===== config.mk =====
export PLATFORM = sky130hd
export DESIGN_NAME = refcounted_slot_table_unit
export DESIGN_NICKNAME = d
export VERILOG_FILES = /design/src/hw/rtl/rcst_pkg.sv /design/src/hw/rtl/rcst_ram.sv /design/src/hw/rtl/refcounted_slot_table_unit.sv
export SDC_FILE = /design/constraint.sdc
export NUM_CORES = 1
export LEC_CHECK = 0
export BUFFER_PORTS_ARGS = -buffer_cell sky130_fd_sc_hd__buf_2
export CAP_MARGIN = 20
export CELL_PAD_IN_SITES_DETAIL_PLACEMENT = 1
export CELL_PAD_IN_SITES_GLOBAL_PLACEMENT = 1
export CORE_MARGIN = 3
export CORE_UTILIZATION = 50
export DETAILED_ROUTE_END_ITERATION = 8
export GPL_TIMING_DRIVEN = 0
export PLACE_DENSITY = 0.74
export SETUP_SLACK_MARGIN = 0.02
export SYNTH_ARGS = -nofsm -noshare
export SYNTH_HDL_FRONTEND = slang
export SYNTH_SLANG_ARGS = --single-unit

===== constraint.sdc =====
create_clock -name clk -period 14.54 [get_ports clk]
set_clock_uncertainty 0.2 [all_clocks]
set_input_delay 2.908 -clock clk [delete_from_list [all_inputs] [get_ports clk]]
set_output_delay 2.908 -clock clk [all_outputs]
set_load 0.05 [all_outputs]

===== src/hw/rtl/rcst_pkg.sv =====
// Shared types and codes of the reference-counted slot table.
// No dependencies; imported by the top level, its port checker and the test files.
package rcst_pkg;

    // Operation codes; codes five to seven are unused and rejected.
    typedef logic [2:0] action_t;
    localparam action_t ACT_FIND  = 3'd0;
    localparam action_t ACT_ADD   = 3'd1;
    localparam action_t ACT_INC   = 3'd2;
    localparam action_t ACT_DEC   = 3'd3;
    localparam action_t ACT_CLEAR = 3'd4;

    localparam logic [7:0] COUNT_MAX = 8'hFF;

    // One slot of the table as it lies in memory, kind in the lowest bits.
    typedef struct packed {
        logic [7:0]  count;
        logic [15:0] tag;
        logic [7:0]  kind;
    } entry_t;

    localparam int ENTRY_W = $bits(entry_t);

    // Request transaction, last field in the lowest bits.
    typedef struct packed {
        logic [3:0]  slot;
        logic [15:0] tag;
        logic [7:0]  kind;
        action_t     action;
    } request_t;

    localparam int REQ_W = $bits(request_t);

    // Result transaction, last field in the lowest bits.
    typedef struct packed {
        logic        released;
        logic [7:0]  count_after;
        logic [3:0]  slot_index;
        logic        status;
    } result_t;

    localparam int RES_W = $bits(result_t);

endpackage


===== src/hw/rtl/rcst_ram.sv =====
// Generic single-port-write, single-port-read RAM with a registered read.
// No dependencies; used for the slot storage of the table.
module rcst_ram #(
    parameter int WIDTH = 32,
    parameter int DEPTH = 16
) (
    input  logic                     clk,
    input  logic                     we,
    input  logic [$clog2(DEPTH)-1:0] waddr,
    input  logic [WIDTH-1:0]         wdata,
    input  logic [$clog2(DEPTH)-1:0] raddr,
    output logic [WIDTH-1:0]         rdata
);

    logic [WIDTH-1:0] mem [DEPTH];

    always_ff @(posedge clk)
    begin
        if (we)
        begin
            mem[waddr] <= wdata;
        end
        rdata <= mem[raddr];
    end

endmodule


===== src/hw/rtl/refcounted_slot_table_unit.sv =====
// Reference-counted slot table: a memory of SLOTS entries with kind, tag and count.
// Depends on rcst_pkg and rcst_ram.
//
// One request is worked on at a time. Find and add scan the slot memory through its
// single read port, one slot per cycle, and stop at the first hit or after the last
// slot (miss or full table). Increment and decrement read the addressed slot and
// write it back. Clear needs no memory sweep: every slot carries a valid flag in
// flip-flops, and an entry whose flag is low reads as all zero, so no sweep is
// needed after reset or clear. A result waits in the output register while the next
// request is already accepted.
module refcounted_slot_table_unit #(
    parameter int SLOTS = 16
) (
    input  logic        clk,
    input  logic        rst_n,
    input  logic        s_axis_tvalid,
    output logic        s_axis_tready,
    // action[2:0], kind[10:3], tag[26:11], slot[30:27], zero[31]
    input  logic [31:0] s_axis_tdata,
    output logic        m_axis_tvalid,
    input  logic        m_axis_tready,
    // status[0], slot_index[4:1], count_after[12:5], released[13], zero[15:14]
    output logic [15:0] m_axis_tdata
);

    import rcst_pkg::*;

    localparam int AW = $clog2(SLOTS);
    localparam logic [AW-1:0] LAST = AW'(SLOTS - 1);

    typedef enum logic [3:0] {
        ST_IDLE = 4'b0001,
        ST_SCAN = 4'b0010,
        ST_MOD  = 4'b0100,
        ST_DONE = 4'b1000
    } state_t;

    state_t            state_reg, state_next;
    request_t          req_reg, req_next;
    logic [AW-1:0]     rd_addr_reg, rd_addr_next;
    logic              issue_done_reg, issue_done_next;
    logic              pend_reg, pend_next;
    logic [AW-1:0]     pend_addr_reg, pend_addr_next;
    logic              pend_vld_reg, pend_vld_next;
    logic [SLOTS-1:0]  valid_reg, valid_next;
    result_t           res_reg, res_next;
    logic              m_valid_reg, m_valid_next;
    result_t           m_data_reg, m_data_next;

    request_t          in_req;
    logic [AW-1:0]     in_addr;
    entry_t            ram_rdata;
    entry_t            entry_rd;
    entry_t            ram_wdata;
    logic              ram_we;
    logic [AW-1:0]     ram_raddr;
    logic              hit;
    logic [7:0]        new_count;

    assign in_req   = request_t'(s_axis_tdata[REQ_W-1:0]);
    assign in_addr  = AW'(in_req.slot);
    // An entry whose valid flag is low reads as all zero.
    assign entry_rd = pend_vld_reg ? ram_rdata : entry_t'('0);

    assign s_axis_tready = (state_reg == ST_IDLE);
    assign m_axis_tvalid = m_valid_reg;
    assign m_axis_tdata  = {{(16 - RES_W){1'b0}}, m_data_reg};

    rcst_ram #(
        .WIDTH (ENTRY_W),
        .DEPTH (SLOTS)
    ) u_ram (
        .clk   (clk),
        .we    (ram_we),
        .waddr (pend_addr_reg),
        .wdata (ram_wdata),
        .raddr (ram_raddr),
        .rdata (ram_rdata)
    );

    always_comb
    begin
        state_next      = state_reg;
        req_next        = req_reg;
        rd_addr_next    = rd_addr_reg;
        issue_done_next = issue_done_reg;
        pend_next       = pend_reg;
        pend_addr_next  = pend_addr_reg;
        pend_vld_next   = pend_vld_reg;
        valid_next      = valid_reg;
        res_next        = res_reg;
        m_valid_next    = m_valid_reg && !m_axis_tready;
        m_data_next     = m_data_reg;
        ram_we          = 1'b0;
        ram_wdata       = entry_t'('0);
        ram_raddr       = rd_addr_reg;
        hit             = 1'b0;
        new_count       = entry_rd.count;

        case (state_reg)
            ST_IDLE:
            begin
                if (s_axis_tvalid)
                begin
                    req_next = in_req;
                    res_next = '{status: 1'b1, default: '0};
                    case (in_req.action)
                        ACT_FIND, ACT_ADD:
                        begin
                            rd_addr_next    = '0;
                            issue_done_next = 1'b0;
                            pend_next       = 1'b0;
                            state_next      = ST_SCAN;
                        end
                        ACT_INC, ACT_DEC:
                        begin
                            if (32'(in_req.slot) < 32'(SLOTS))
                            begin
                                ram_raddr      = in_addr;
                                pend_addr_next = in_addr;
                                pend_vld_next  = valid_reg[in_addr];
                                state_next     = ST_MOD;
                            end
                            else
                            begin
                                state_next = ST_DONE;
                            end
                        end
                        ACT_CLEAR:
                        begin
                            valid_next = '0;
                            res_next   = '0;
                            state_next = ST_DONE;
                        end
                        default:
                        begin
                            state_next = ST_DONE;
                        end
                    endcase
                end
            end

            ST_SCAN:
            begin
                // Reads run one slot ahead of the compare.
                if (!issue_done_reg)
                begin
                    pend_next      = 1'b1;
                    pend_addr_next = rd_addr_reg;
                    pend_vld_next  = valid_reg[rd_addr_reg];
                    if (rd_addr_reg == LAST)
                    begin
                        issue_done_next = 1'b1;
                    end
                    else
                    begin
                        rd_addr_next = rd_addr_reg + AW'(1);
                    end
                end
                else
                begin
                    pend_next = 1'b0;
                end

                if (pend_reg)
                begin
                    if (req_reg.action == ACT_FIND)
                    begin
                        hit = (entry_rd.kind == req_reg.kind) && (entry_rd.tag == req_reg.tag);
                    end
                    else
                    begin
                        hit = (entry_rd.kind == 8'd0);
                    end

                    if (hit)
                    begin
                        res_next.status      = 1'b0;
                        res_next.slot_index  = 4'(pend_addr_reg);
                        res_next.count_after = entry_rd.count;
                        res_next.released    = 1'b0;
                        if (req_reg.action == ACT_ADD)
                        begin
                            ram_we                   = 1'b1;
                            ram_wdata.count          = entry_rd.count;
                            ram_wdata.tag            = req_reg.tag;
                            ram_wdata.kind           = req_reg.kind;
                            valid_next[pend_addr_reg] = 1'b1;
                        end
                        pend_next  = 1'b0;
                        state_next = ST_DONE;
                    end
                    else if (pend_addr_reg == LAST)
                    begin
                        pend_next  = 1'b0;
                        state_next = ST_DONE;
                    end
                end
            end

            ST_MOD:
            begin
                ram_we                    = 1'b1;
                valid_next[pend_addr_reg] = 1'b1;
                res_next.status           = 1'b0;
                res_next.slot_index       = 4'(pend_addr_reg);
                res_next.released         = 1'b0;
                if (req_reg.action == ACT_INC)
                begin
                    new_count = (entry_rd.count == COUNT_MAX) ? entry_rd.count
                                                              : entry_rd.count + 8'd1;
                    ram_wdata.count = new_count;
                    ram_wdata.tag   = entry_rd.tag;
                    ram_wdata.kind  = entry_rd.kind;
                end
                else
                begin
                    new_count = (entry_rd.count != 8'd0) ? entry_rd.count - 8'd1 : 8'd0;
                    if (new_count == 8'd0)
                    begin
                        // The slot is released: kind, tag and count all go to zero.
                        ram_wdata         = entry_t'('0);
                        res_next.released = 1'b1;
                    end
                    else
                    begin
                        ram_wdata.count = new_count;
                        ram_wdata.tag   = entry_rd.tag;
                        ram_wdata.kind  = entry_rd.kind;
                    end
                end
                res_next.count_after = new_count;
                state_next           = ST_DONE;
            end

            ST_DONE:
            begin
                if (!m_valid_reg || m_axis_tready)
                begin
                    m_data_next  = res_reg;
                    m_valid_next = 1'b1;
                    state_next   = ST_IDLE;
                end
            end

            default:
            begin
                state_next = ST_IDLE;
            end
        endcase
    end

    always_ff @(posedge clk or negedge rst_n)
    begin
        if (!rst_n)
        begin
            state_reg      <= ST_IDLE;
            rd_addr_reg    <= '0;
            issue_done_reg <= 1'b0;
            pend_reg       <= 1'b0;
            valid_reg      <= '0;
            m_valid_reg    <= 1'b0;
        end
        else
        begin
            state_reg      <= state_next;
            rd_addr_reg    <= rd_addr_next;
            issue_done_reg <= issue_done_next;
            pend_reg       <= pend_next;
            valid_reg      <= valid_next;
            m_valid_reg    <= m_valid_next;
        end
    end

    always_ff @(posedge clk)
    begin
        req_reg       <= req_next;
        pend_addr_reg <= pend_addr_next;
        pend_vld_reg  <= pend_vld_next;
        res_reg       <= res_next;
        m_data_reg    <= m_data_next;
    end

endmodule


==> metrics.md <==
| Metric | Value |
|---|---|
| FF-to-FF Start | pend_vld_reg |
| Endpoints failing setup | 0 |
| Critical-path top delay cell | clkbuf_1 |
| # diodes | 0 |
| Worst min path class | register to register |
| Antenna violations before repair | 0 |
| Via/cell ratio | 6.228 |
| Yosys warnings | 0 |
| Worst vdd ir | 0.1258 mV |
| CP Class | primary input to register |
| Drc violations | 0 |
| Clk Tree Root Cell | clkbuf_16 |
| Fin. max-slew vios | 0 |
| Asr flop ratio synth | 4.279% |
| Yosys top cell area share | 68.34% |
| Initial core utilization | 51.03% |
| Final wirelength | roughly 73,000 um |
| Final HPWL DP | 48,970 um |
| Post-CTS Setup Repair Bufs | 0 |
| Lkg Pwr | between 0.01 and 0.015 uW |
| Num CTS Buffers | between 60 and 70 |
| Register area share after synthesis | 73.58% |
| Max Cap Viol | 0 |
| Clock Latency Late Sink | 0.61 ns |
| Critical Path Source | s_axis_tdata[2] |
| Global placement routability congestion | around 0.87 |
| Htree depth | 3 |
| Final Cycle Share | 37.53% |
| Final net count | 1,859 |
| Post-synth EDFFs | 572 |
| IO buf count | 49 |
| Flops & latches, synth | about 630 |
| Final Hold Slack | between 0.2 and 0.25 ns |
| Post-synth top area cell | edfxtp_1 |
| Crit-path max cell delay | slightly below 0.7 ns |
| Critical Path Most Common Cell | clkbuf_1 |
| Layout area overhead | 16.03% |
| Status | finished clean |
| Layout cells sized above 1 | between 15 and 20% |
| WL per Instance | 28.61 um |
| Core area | 49,250 um^2 |
| F_max | between 0.15 and 0.2 GHz |
| Worst Path Arrival | around 5.8 ns |
| Max transition margin | roughly 30% |
| Die Y | 230.2 um |
| Hold depth | 0 |
| Clk sinks | 631 |
| Largest fanout on the critical path | 10 |
| Hold Buf Count CTS | 0 |
| Global route overflow | 0 |
| Hold wc startpoint | res_reg[4] |
| Routed vias | 15.79k |
| CP Cell Sequence | buf_2 -> nand4b_4 -> mux2i_1 -> and2_1 -> clkbuf_1 -> clkbuf_1 -> a22oi_1 -> o21ai_1 |
| Highest-count cells in the layout ignoring fill and taps | edfxtp_1, nand2_1, nand3_1, mux4_2, clkbuf_16 |
| Num rows | 81 |
| Die ar. | 52,990 um^2 |
| Max Root-Sink Buffers | 3 |
| Dominant synthesized flop cell | edfxtp_1 |
| CP startpoint kind | primary input |
| Final min period | 5.457 ns |
| Unrepaired setup endpoints after global routing | no |
| Final Hold Viols | 0 |
| Antenna Violating Nets Remaining | 0 |
| Area contributors post-synth | edfxtp_1, mux4_2, nand2_1 |
| Mapped cell area | 25,130 um^2 |
| Clk pin slew, worst setup/hold paths | 0.06 ns |
| Worst r2r path cells | 11 |
| Worst endpoint required time | 14.84 ns |
| Synth unique cells | 69 |
| Max reg flops | around 500 |
| Final Cell Area | just under 30,000 um^2 |
| Post-synthesis cell count | 1,636 |
| CTS tree | built |
| Vias in the first global route | 16.59k |
| Commonest non-fill, non-tap cell in the layout | edfxtp_1 |
| DIE WIDTH | around 230 um |
| First-pass GRT wire length | 107,500 um |
| Pin slew with the least headroom to its limit | 1.049 ns |
| Iteration-0 DRC Markers | 1,767 |
| I/O pins | 54 |
| Crit path capture type | register |
| Post-synthesis average cell area | 15.36 um^2 |
| Cells resized by post-CTS repair | 0 |
| PwrDens | between 150 and 200 nW/um^2 |
| Total GRT Usage | 27.62% |
| Largest net degree at the start of global routing | 28 |
| Drt pass-1 iters | 5 |
| Cell Area, Placed | 26,970 um^2 |
| Setup tns final | 0 ns |
metrics by stage:
step,power [uW],utilization [%],worst slack (ns),std cells
5_1_grt,5125,59.21,9.047,2535
3_3_place_gp,3205,53.22,4.800,2350
3_5_place_dp,3265,54.77,8.556,2409
4_1_cts,4953,59.14,9.134,2530
2_1_floorplan,2877,-,9.416,1637
6_report,4944,59.21,9.083,2535
cell families after synthesis:
| kind of cell | after synthesis | synth area share, % |
|---|---|---|
| AOI/OAI and AO/OA | 187 | 5.048 |
| muxes | 81 | 6.945 |
| adders and majority gates | 3 | 0.1494 |
| other | 1 | 0.01492 |
| xor gates and xnor gates | 16 | 0.5576 |
| buffers and inverters | 108 | 2.355 |
| and+or+nand+nor | 609 | 11.35 |
| DFF | 631 | 73.58 |
synthesized netlist by cell type, types with 13 or more instances:
master and instances:
edfxtp_1 572, nand2_1 309, nand3_1 143, mux4_2 74
clkbuf_1 46, nand4_1 37, a22oi_1 34, nor2_1 34
o21ai_1 34, dfxtp_1 32, dfrtp_1 26, a22o_1 25
o21ai_0 23, nor3_1 18, buf_4 17, a21oi_1 14
buf_6 14, a21o_1 13, inv_1 13
worst paths after layout:
check | to | slack (ns)
setup / recovery | u_ram.rdata[8] | 9.08
hold / removal | m_axis_tdata[4] | 0.22
setup reg to reg | u_ram.mem[15][23] | 10.02
hold reg to reg | m_axis_tdata[4] | 0.22
max in group asynchronous | valid_reg[15] | 11.57
min in group asynchronous | m_axis_tvalid | 2.13
per-layer routing:
metal	part of all wire [%]	vias up	routed length [um]	GRT usage, %
met2	48	787	34920	44.57
met3	7.7	160	5616	5.017
met1	40	8183	28880	37.08
met4	4.3	0	3104	12.22
li1	-	6657	-	-
met5	0	-	0	0
worst max-delay path, delay by kind of cell:
kind	cells	cell delay, ns
compound gates	2	0.47
simple gates	2	0.50
mux	1	0.52
buf+inv	3	1.33
report_power, final:
part	internal (uW)	switching [uW]
Clock	992	705
Sequential	2110	104
Combinational	352	684
Total	3450	1490
final cells by class:
cell class              count  area (um^2)
inverters                  13        48.80
clock inverters            29        246.5
clock buffers              92         1908
multi-input cells         898         6175
plain buffers              95        543.0
repair buffers            113        915.9
flip-flops and latches    631        18490
fillers                  4627        20090
well taps                 664        830.8
(Power assumes the default switching activity.)
